--- config.mk ---
export PLATFORM = sky130hd
export DESIGN_NAME = max_heap_priority_queue
export DESIGN_NICKNAME = d
export VERILOG_FILES = /design/src/sv/hpq_pkg.sv /design/src/sv/max_heap_priority_queue.sv /design/src/sv/hpq_ram.sv
export SDC_FILE = /design/constraint.sdc
export NUM_CORES = 2
export LEC_CHECK = 0
export ABC_AREA = 1
export ABC_CLOCK_PERIOD_IN_PS = 7350
export CAP_MARGIN = 20
export CELL_PAD_IN_SITES_DETAIL_PLACEMENT = 0
export CELL_PAD_IN_SITES_GLOBAL_PLACEMENT = 1
export CORE_UTILIZATION = 30
export DETAILED_ROUTE_END_ITERATION = 10
export DONT_BUFFER_PORTS = 1
export PLACE_DENSITY = 0.62
export SYNTH_ARGS = -nofsm -noshare
export SYNTH_HDL_FRONTEND = slang
export SYNTH_SLANG_ARGS = --single-unit
export TNS_END_PERCENT = 1
--- constraint.sdc ---
create_clock -name clk -period 7.35 [get_ports clk]
set_input_delay 0.735 -clock clk [delete_from_list [all_inputs] [get_ports clk]]
set_output_delay 0.735 -clock clk [all_outputs]
set_load 0.02 [all_outputs]
--- src/sv/hpq_pkg.sv ---
package hpq_pkg;

    // Default number of heap slots
    localparam int HPQ_CAPACITY = 64;

    // Key and reported count widths
    localparam int KEY_W        = 32;
    localparam int COUNT_PORT_W = 7;

    typedef logic signed [KEY_W-1:0] key_t;

    // Operation codes
    localparam logic OP_INSERT = 1'b0;
    localparam logic OP_DELETE = 1'b1;

endpackage

--- src/sv/max_heap_priority_queue.sv ---
// Insert sifts the new key up from the new last slot; delete returns the root, moves the last
// entry to the root and sifts it down. Each level of sift is a read and a compare state, with
// at most log2(CAPACITY) swaps. A reject and a delete that empties the heap skip the sift.
// One item at a time: a new one is taken only in S_IDLE; a held result parks the next one in S_FIN.
// Reset empties the heap at once; the heap RAM is not cleared.
module max_heap_priority_queue
    import hpq_pkg::*;
#(
    parameter int CAPACITY = HPQ_CAPACITY
)
(
    input  logic                    clk,
    input  logic                    rst_n,
    input  logic                    in_valid,
    output logic                    in_ready,
    input  logic                    opcode,
    input  logic signed [KEY_W-1:0] value,
    output logic                    out_valid,
    input  logic                    out_ready,
    output logic signed [KEY_W-1:0] removed_value,
    output logic signed [KEY_W-1:0] top_value,
    output logic [COUNT_PORT_W-1:0] entry_count,
    output logic                    is_empty,
    output logic                    is_full,
    output logic                    rejected
);

    localparam int AW = $clog2(CAPACITY);
    localparam int IW = $clog2(CAPACITY + 1);
    localparam logic [IW-1:0] CAP_CNT = IW'(CAPACITY);
    localparam logic [IW-1:0] ONE_IDX = IW'(1);

    localparam logic [2:0] S_IDLE   = 3'd0;
    localparam logic [2:0] S_INS_RD = 3'd1;
    localparam logic [2:0] S_INS_CM = 3'd2;
    localparam logic [2:0] S_DEL_LD = 3'd3;
    localparam logic [2:0] S_DN_RD  = 3'd4;
    localparam logic [2:0] S_DN_CM  = 3'd5;
    localparam logic [2:0] S_FIN    = 3'd6;

    logic [2:0]    state_reg, state_next;
    logic [IW-1:0] count_reg, count_next;
    logic [IW-1:0] idx_reg, idx_next;
    key_t          key_reg, key_next;
    key_t          top_reg, top_next;
    key_t          removed_reg, removed_next;
    logic          rej_reg, rej_next;

    logic          out_valid_reg, out_valid_next;
    key_t          out_removed_reg;
    key_t          out_top_reg;
    logic [IW-1:0] out_count_reg;
    logic          out_empty_reg;
    logic          out_full_reg;
    logic          out_rej_reg;

    logic          ram_we;
    logic [AW-1:0] ram_waddr;
    key_t          ram_wdata;
    logic [AW-1:0] ram_raddr_a, ram_raddr_b;
    logic [KEY_W-1:0] ram_rdata_a, ram_rdata_b;
    key_t          child_l, child_r, big_val;

    logic [IW-1:0] idx_m1, parent_idx, parent_m1, count_m1;
    logic [IW:0]   left_idx, right_idx, left_m1, count_ext;
    logic          left_ok, right_ok;
    logic [IW+COUNT_PORT_W-1:0] count_wide;

    hpq_ram #(
        .WIDTH(KEY_W),
        .DEPTH(CAPACITY)
    ) u_ram (
        .clk    (clk),
        .we     (ram_we),
        .waddr  (ram_waddr),
        .wdata  (ram_wdata),
        .raddr_a(ram_raddr_a),
        .rdata_a(ram_rdata_a),
        .raddr_b(ram_raddr_b),
        .rdata_b(ram_rdata_b)
    );

    // Index arithmetic for the current slot, its parent and its children
    assign idx_m1     = idx_reg - ONE_IDX;
    assign parent_idx = idx_reg >> 1;
    assign parent_m1  = parent_idx - ONE_IDX;
    assign count_m1   = count_reg - ONE_IDX;
    assign left_idx   = {idx_reg, 1'b0};
    assign right_idx  = {idx_reg, 1'b1};
    assign left_m1    = {idx_m1, 1'b1};
    assign count_ext  = {1'b0, count_reg};
    assign left_ok    = left_idx <= count_ext;
    assign right_ok   = right_idx <= count_ext;
    assign child_l    = key_t'(ram_rdata_a);
    assign child_r    = key_t'(ram_rdata_b);

    // Sequencer: one level of sift per read-compare pass
    always_comb
    begin
        state_next     = state_reg;
        count_next     = count_reg;
        idx_next       = idx_reg;
        key_next       = key_reg;
        top_next       = top_reg;
        removed_next   = removed_reg;
        rej_next       = rej_reg;
        out_valid_next = out_valid_reg;
        ram_we         = 1'b0;
        ram_waddr      = idx_m1[AW-1:0];
        ram_wdata      = key_reg;
        ram_raddr_a    = parent_m1[AW-1:0];
        ram_raddr_b    = parent_m1[AW-1:0];
        big_val        = key_reg;

        // Drop the result beat once taken
        if (out_valid_reg && out_ready)
        begin
            out_valid_next = 1'b0;
        end

        case (state_reg)
            S_IDLE:
            begin
                if (in_valid)
                begin
                    removed_next = '0;
                    rej_next     = 1'b0;
                    key_next     = value;
                    if (opcode == OP_INSERT)
                    begin
                        if (count_reg == CAP_CNT)
                        begin
                            rej_next   = 1'b1;
                            state_next = S_FIN;
                        end
                        else
                        begin
                            count_next = count_reg + ONE_IDX;
                            idx_next   = count_reg + ONE_IDX;
                            state_next = S_INS_RD;
                        end
                    end
                    else
                    begin
                        if (count_reg == '0)
                        begin
                            rej_next   = 1'b1;
                            state_next = S_FIN;
                        end
                        else
                        begin
                            // Fetch root and last entry together
                            ram_raddr_a = '0;
                            ram_raddr_b = count_m1[AW-1:0];
                            count_next  = count_m1;
                            idx_next    = ONE_IDX;
                            state_next  = S_DEL_LD;
                        end
                    end
                end
            end

            S_INS_RD:
            begin
                if (idx_reg == ONE_IDX)
                begin
                    ram_we     = 1'b1;
                    top_next   = key_reg;
                    state_next = S_FIN;
                end
                else
                begin
                    ram_raddr_a = parent_m1[AW-1:0];
                    state_next  = S_INS_CM;
                end
            end

            S_INS_CM:
            begin
                ram_we = 1'b1;
                if (key_reg > child_l)
                begin
                    // Pull the parent down into the hole
                    ram_wdata  = child_l;
                    idx_next   = parent_idx;
                    state_next = S_INS_RD;
                end
                else
                begin
                    state_next = S_FIN;
                end
            end

            S_DEL_LD:
            begin
                removed_next = child_l;
                key_next     = child_r;
                if (count_reg == '0)
                begin
                    state_next = S_FIN;
                end
                else
                begin
                    state_next = S_DN_RD;
                end
            end

            S_DN_RD:
            begin
                if (!left_ok)
                begin
                    ram_we     = 1'b1;
                    if (idx_reg == ONE_IDX)
                    begin
                        top_next = key_reg;
                    end
                    state_next = S_FIN;
                end
                else
                begin
                    ram_raddr_a = left_m1[AW-1:0];
                    ram_raddr_b = left_idx[AW-1:0];
                    state_next  = S_DN_CM;
                end
            end

            S_DN_CM:
            begin
                ram_we = 1'b1;
                if (child_l > key_reg)
                begin
                    big_val  = child_l;
                    idx_next = left_idx[IW-1:0];
                end
                if (right_ok && (child_r > big_val))
                begin
                    big_val  = child_r;
                    idx_next = right_idx[IW-1:0];
                end
                ram_wdata = big_val;
                if (idx_reg == ONE_IDX)
                begin
                    top_next = big_val;
                end
                if (idx_next == idx_reg)
                begin
                    state_next = S_FIN;
                end
                else
                begin
                    state_next = S_DN_RD;
                end
            end

            S_FIN:
            begin
                // Park the result once the output register is free
                if (!out_valid_reg || out_ready)
                begin
                    out_valid_next = 1'b1;
                    state_next     = S_IDLE;
                end
            end

            default:
            begin
                state_next = S_IDLE;
            end
        endcase
    end

    // Control state
    always_ff @(posedge clk or negedge rst_n)
    begin
        if (!rst_n)
        begin
            state_reg     <= S_IDLE;
            count_reg     <= '0;
            out_valid_reg <= 1'b0;
        end
        else
        begin
            state_reg     <= state_next;
            count_reg     <= count_next;
            out_valid_reg <= out_valid_next;
        end
    end

    // Working payload
    always_ff @(posedge clk)
    begin
        idx_reg     <= idx_next;
        key_reg     <= key_next;
        top_reg     <= top_next;
        removed_reg <= removed_next;
        rej_reg     <= rej_next;
    end

    // Result payload, loaded as the result beat is formed
    always_ff @(posedge clk)
    begin
        if (state_reg == S_FIN && (!out_valid_reg || out_ready))
        begin
            out_removed_reg <= removed_reg;
            out_top_reg     <= (count_reg == '0) ? key_t'(0) : top_reg;
            out_count_reg   <= count_reg;
            out_empty_reg   <= (count_reg == '0);
            out_full_reg    <= (count_reg == CAP_CNT);
            out_rej_reg     <= rej_reg;
        end
    end

    assign count_wide    = {{COUNT_PORT_W{1'b0}}, out_count_reg};

    assign in_ready      = (state_reg == S_IDLE);
    assign out_valid     = out_valid_reg;
    assign removed_value = out_removed_reg;
    assign top_value     = out_top_reg;
    assign entry_count   = count_wide[COUNT_PORT_W-1:0];
    assign is_empty      = out_empty_reg;
    assign is_full       = out_full_reg;
    assign rejected      = out_rej_reg;

endmodule

--- src/sv/hpq_ram.sv ---
module hpq_ram
    import hpq_pkg::*;
#(
    parameter int WIDTH = KEY_W,
    parameter int DEPTH = HPQ_CAPACITY
)
(
    input  logic                     clk,
    input  logic                     we,
    input  logic [$clog2(DEPTH)-1:0] waddr,
    input  logic [WIDTH-1:0]         wdata,
    input  logic [$clog2(DEPTH)-1:0] raddr_a,
    output logic [WIDTH-1:0]         rdata_a,
    input  logic [$clog2(DEPTH)-1:0] raddr_b,
    output logic [WIDTH-1:0]         rdata_b
);

    logic [WIDTH-1:0] mem [DEPTH];

    // Write one word, read two with registered data
    always_ff @(posedge clk)
    begin
        if (we)
        begin
            mem[waddr] <= wdata;
        end
        rdata_a <= mem[raddr_a];
        rdata_b <= mem[raddr_b];
    end

endmodule

* After elaboration in Yosys (flattened, before gate mapping)
Memory sizes are Yosys's and may differ from the RTL's. A register that Yosys moved wholly into a read port is not among the register bits.
Cells that the tools add are included.
** Word-level totals
- Bits in registers :: 189
- Memory bits (writable) :: 2048
- Bits of input ports :: 37
- Output and inout bits :: 76
- Word-level logic and storage cells :: 115
- Memories :: 1
** Cells by class
- Add/sub/neg operators :: 4
- Magnitude comparators :: 5
- Equal/unequal tests :: 18
- Muxes and demuxes :: 56
- Reduce and logical (&&, ||, !) cells :: 17
** Memories
- u_ram.mem :: depth 64, width 32, read ports 2, clocked after memory_dff 2, write ports 1, line hpq_ram.sv:18 : logic [WIDTH-1:0] mem [DEPTH];
** Operators with widths (count)
- 2-to-1 mux 32 bit :: 9
- one-hot mux 32 bit (2 select lines) :: 3
- > comparator 32 bit :: 3
- one-hot mux 32 bit (3 select lines) :: 1
- 2-to-1 mux 7 bit :: 10
- 2-to-1 mux 6 bit :: 8
- one-hot mux 6 bit (2 select lines) :: 2
- 2-to-1 mux 3 bit :: 7
- one-hot mux 3 bit (7 select lines) :: 1
- one-hot mux 7 bit (3 select lines) :: 1
- less-or-equal comparator 8 x 7 -> 1 bit :: 2
- inequality test 2 bit (second input constant) :: 7
- subtractor 6 x 1 -> 6 bit (second input constant) :: 2
- 2-to-1 mux 1 bit :: 10
- equality test 3 bit (second input constant) :: 3
- adder 7 x 1 -> 7 bit (second input constant) :: 1
- equality test 7 x 1 -> 1 bit (second input constant) :: 1
- equality test 7 bit :: 1
- equality test 7 bit (second input constant) :: 1
- logical NOT 7 bit :: 1
- subtractor 7 x 1 -> 7 bit (second input constant) :: 1
- equality test 3 x 2 -> 1 bit (second input constant) :: 2
- 2-to-1 mux 2 bit :: 3
- inequality test 3 bit (second input constant) :: 2
- other kinds (13) :: 18

* Longest topological paths before layout
- Word-level depth :: 10
- Mapped depth :: 39
- Depth with buffers taken out :: 36

* Modules after synthesis
From an unflattened synthesis, not the netlist that was laid out.
** Second synthesis, totals
- Cells, all modules :: 12738
- Area, all modules :: 115298.1 um2
** By module, submodules not included
- hpq_ram :: times used 1, cells each 11401, area each 103849.6 um2, sequential area each 62780.2 um2
- max_heap_priority_queue :: times used 1, cells each 1337, area each 11448.5 um2, sequential area each 5620.4 um2

* Worst setup path after synthesis
No wires, ideal clock.
- Path type :: flip-flop to flip-flop
- Start point :: reg state_reg[0]
- End point :: reg key_reg[0] (enable)
- Setup time :: 0.574 ns
- Arrival time :: 5.520 ns
- Data required time :: 6.776 ns
- Path slack :: 1.255 ns
- Cell stages (with the launch flop) :: 6
- Buffers on the path :: 0
- Period minus slack after synthesis :: 6.095 ns
- Path through :: dfrtp_1 -> nor2_2 -> inv_2 -> nor2_4 -> inv_2 -> o21ai_0
** Between the ends
- Cells in the longest elaborated chain, start to end :: 3
- Elaborated cells between the ends (all ways) :: 5
- Those cells by class :: 2 x eq/ne; 3 x reduce/logical
** Ends and longest elaborated chain
- from (decl) :: line max_heap_priority_queue.sv:41 : logic [2:0] state_reg, state_next;
- from (signal assigned) :: line max_heap_priority_queue.sv:283 : state_reg <= state_next;
- logical NOT 3 bit (*)
- named net in_ready :: line max_heap_priority_queue.sv:15 : output logic in_ready,
- inequality test 2 bit (no source line) / nonzero test 2 bit (equally long branches)
- AND reduction 2 bit (no source line) (*)
- to (signal assigned) :: line max_heap_priority_queue.sv:293 : key_reg <= key_next;
- to (decl) :: line max_heap_priority_queue.sv:44 : key_t key_reg, key_next;
The timed path passes the listed nets; every way through them passes the cells marked *.
A chain may end at the register's enable or synchronous reset.

* Worst setup path in the final report
- Start point :: reg key_reg[31]
- End point :: mem u_ram.mem[4][31] in the netlist's numbering (data pin)
** Between the ends
- Cells in the longest elaborated chain, start to end :: 7
- Elaborated cells between the ends (all ways) :: 9
- Those cells by class :: 3 x order compare; 5 x mux; 1 x reduce/logical
** Ends and longest elaborated chain
- > comparator 32 bit :: line max_heap_priority_queue.sv:230 : if (child_l > key_reg)
- 2-to-1 mux 32 bit :: line max_heap_priority_queue.sv:230
- 2-to-1 mux 32 bit :: line max_heap_priority_queue.sv:121 : case (state_reg)
- > comparator 32 bit :: line max_heap_priority_queue.sv:235 : if (right_ok && (child_r > big_val))
- logical AND 1 bit :: line max_heap_priority_queue.sv:235
- 2-to-1 mux 32 bit :: line max_heap_priority_queue.sv:235
- one-hot mux 32 bit (2 select lines) (*) :: line max_heap_priority_queue.sv:121
- named net ram_wdata[31] :: line max_heap_priority_queue.sv:59 : key_t ram_wdata;
- to (decl) :: line hpq_ram.sv:18
The timed path passes the listed nets; every way through them passes the cells marked *. The select of a mux whose other input is x is not followed.

==> flow_metrics.py <==
metrics = {
    "logic_synthesis": {
        "yosysTopAreaCellShare_pct": 53.5,
        "synthTopCellsByArea": "edfxtp_1 53%, nand3_1 23%, nand2_1 8.3%",
        "netlist-cell-type-count": 45,
        "synth_fp_nets": 14914,
        "synth_area_um2": 125000,
        "synth_seq_cells": 2301,
        "avgSynthCellArea_um2": 8.44,
        "synth_edf_count": 2226,
        "synth.yosys.seq_area_share_pct": 54.7,
        "ys.flop_type": "edfxtp_1",
        "yosys.area.top_type": "edfxtp_1",
        "async_flop_share_pct": 0.478,
        "ys_warn_count": 0,
        "netlist_instances": 14800,
    },
    "placement": {
        "port_buffers": 0,
        "placed_area_um2": 131000,
        "globalplace.congestion": 0.821,
        "hpwlAfterDp_um": 281000,
    },
    "global_route": {
        "grtUsageTotal_pct": 23.4,
        "grt_overflow": 0,
        "grt_pass1_vias": 99427,
        "grt_pass1_wl_um": 727000,
        "grt_antenna_before_repair": 16,
        "grt_max_degree": 177,
    },
    "timing": {
        "rsz0062_at_grt": "no",
        "setup_violations": 0,
        "slew_headroom_pct": 22.6,
        "period_minus_slack_ps": 5900,
        "fmax_mhz": 170,
        "period_share_pct": 80.2,
        "worst_pin_slew_ps": 1160,
        "clock_skew_ps": 53.2,
        "fin_tns_setup_ps": 0,
        "finalHoldViolCount": 0,
        "report.final.slew_viol_count": 0,
    },
    "setup_path": {
        "crit_path_end_kind": "flop",
        "critPathBufInv": 5,
        "required_ps": 7920,
        "slowest_delay_ps": 570,
        "crit_path_max_fanout": 64,
        "cpMostUsedCell": "nand2_1",
        "cp_slowest_cell": "buf_4",
        "crit_type": "flop to flop",
        "cp-start-kind": "flop",
        "cp.arrival_ps": 6470,
        "critPathTopFamily": "simple AND/OR/NAND/NOR gates",
    },
    "floorplanning": {
        "die_h_um": 647,
        "die_w_um": 647,
        "start_util_pct": 30.2,
        "core-area_um2": 414000,
        "rows": 236,
        "dieArea_um2": 419000,
        "ioPinCount": 113,
    },
    "drt": {
        "post_drt_via_cell_ratio": 5.33,
        "firstDrtPassIters": 9,
        "drtIter0Drc": 12462,
        "drcViolationCount": 0,
        "wl_per_cell_um": 25.2,
        "ant_nets": 0,
        "vias": 106518,
        "wirelength_um": 504000,
    },
    "clocking": {
        "cts_tree": "done",
        "clkTransAtPathRegs_ps": 70,
        "cts_post_setup_buffers_inserted": 0,
        "clk_path_buf_depth": 4,
        "cts_sinks": 2301,
        "h-tree-depth": 5,
        "root_buffer": "clkbuf_16",
        "cts_made_buffers": 271,
        "clock_latency_ps": 930,
    },
    "hold_path": {
        "hp-class": "primary input to flop",
    },
    "finish": {
        "fin_area_um2": 140000,
        "drive_gt1_share_pct": 6.02,
        "nNetsFinal": 14408,
        "largest-register": "u_ram.mem",
        "largest_register_ffs": 2048,
        "fin_util_pct": 33.7,
        "synthToLayoutAreaGrowth_pct": 11.7,
    },
    "run": {
        "maxCapViolations": 0,
    },
    "run_status": {
        "status": "finished, final reports clean",
    },
}
[kinds of logic (layout without fill, tap and decap cells)]
logic type                 Yosys count  in the layout  share of synthesized area [%]
AOI/OAI and AO/OA                  302            302                           1.26
DFF                               2301           2301                           54.7
and+or+nand+nor                   8748           8748                           32.1
adders and majority gates           77             77                          0.771
buffers and inverters             3361           3064                           11.0
other                                0             10                              0
xor gates and xnor gates            11             11                         0.0771
[per-stage QoR]
step / worst slack (ps) / hold slack [ps] / std cells
finish: 1450 / 58.9 / 19987
global route: 1070 / 42.0 / 19978
CTS: 1420 / 1.67 / 19977
detailed placement: 1490 / 405 / 19487
global placement: 1350 / 403 / 19487
floorplan: 1260 / 400 / 14800
[routing by layer]
metal	GRT usage [%]	routed length, um	vias to the layer above	share of wire (%)
met1	32.4	218000	51822	43
li1	-	-	48852	-
met3	3.70	41700	828	8.3
met4	6.70	15000	10	3.0
met5	0	61	-	0.012
met2	37.5	229000	5006	45
[placed cells by master (no fill, tap or decap), types with 5 or more instances in the layout]
| cell | instances |
|---|---|
| a21oi_1 | 89 |
| diode_2 | 10 |
| o21ai_0 | 187 |
| bufinv_16 | 15 |
| inv_1 | 2214 |
| nand3_2 | 34 |
| nand2_2 | 8 |
| dfxtp_1 | 64 |
| clkbuf_8 | 11 |
| clkbuf_1 | 51 |
| clkbuf_16 | 279 |
| clkinv_2 | 46 |
| nor2_2 | 5 |
| nand3_1 | 5675 |
| nor2_4 | 71 |
| dlygate4sd3_1 | 8 |
| clkinv_1 | 60 |
| edfxtp_1 | 2226 |
| dfrtp_1 | 11 |
| ha_1 | 77 |
| buf_12 | 88 |
| buf_4 | 252 |
| inv_2 | 11 |
| xor2_1 | 10 |
| nand3_4 | 5 |
| nor3_1 | 9 |
| nor2_1 | 139 |
| nand2_1 | 2767 |
| nand4_1 | 19 |
| inv_6 | 10 |
[synth_stat cells (35+ instances only)]
library cell  number
inv_1           2221
buf_1             94
clkbuf_1         401
ha_1              77
nand3_1         5711
dfxtp_1           64
nor2_1           207
buf_4             45
a21oi_1           89
buf_6             35
nand2_1         2770
buf_2            552
edfxtp_1        2226
o21ai_0          188
[area by class of cell]
| type | count | area, um2 |
|---|---|---|
| multi-input cells | 9138 | 43700 |
| clock inverters | 141 | 1150 |
| diodes | 10 | 25.0 |
| repair buffers | 348 | 3730 |
| well taps | 5474 | 6850 |
| fillers | 42798 | 274000 |
| clock buffers | 341 | 7320 |
| inverters | 2234 | 8430 |
| flip-flops and latches | 2301 | 68400 |
[repair_timing]
| item | CTS | global route |
|---|---|---|
| hold endpoints to repair | 19 | 0 |
| endpoints found under the setup margin | 0 | 0 |
| hold buffers | 8 | 0 |
| gates resized for setup | 0 | 0 |
[path summary, 6_finish.rpt]
path / endpoint / slack [ps] / depth (start not counted) / startpoint
max: u_ram.mem[4][31] / 1450 / 29 / key_reg[31]
min: key_reg[19] / 60 / 2 / value[19]
max reg2reg: u_ram.mem[4][31] / 1450 / 29 / key_reg[31]
min reg2reg: removed_value[17] / 420 / 0 / removed_reg[17]
max in group asynchronous: count_reg[3] / 6700 / 1 / rst_n
min in group asynchronous: count_reg[6] / 260 / 1 / rst_n
Power is left out: the tool's default activity adds up to more than one toggle a clock period on the data nets, which glitch-free logic cannot reach.
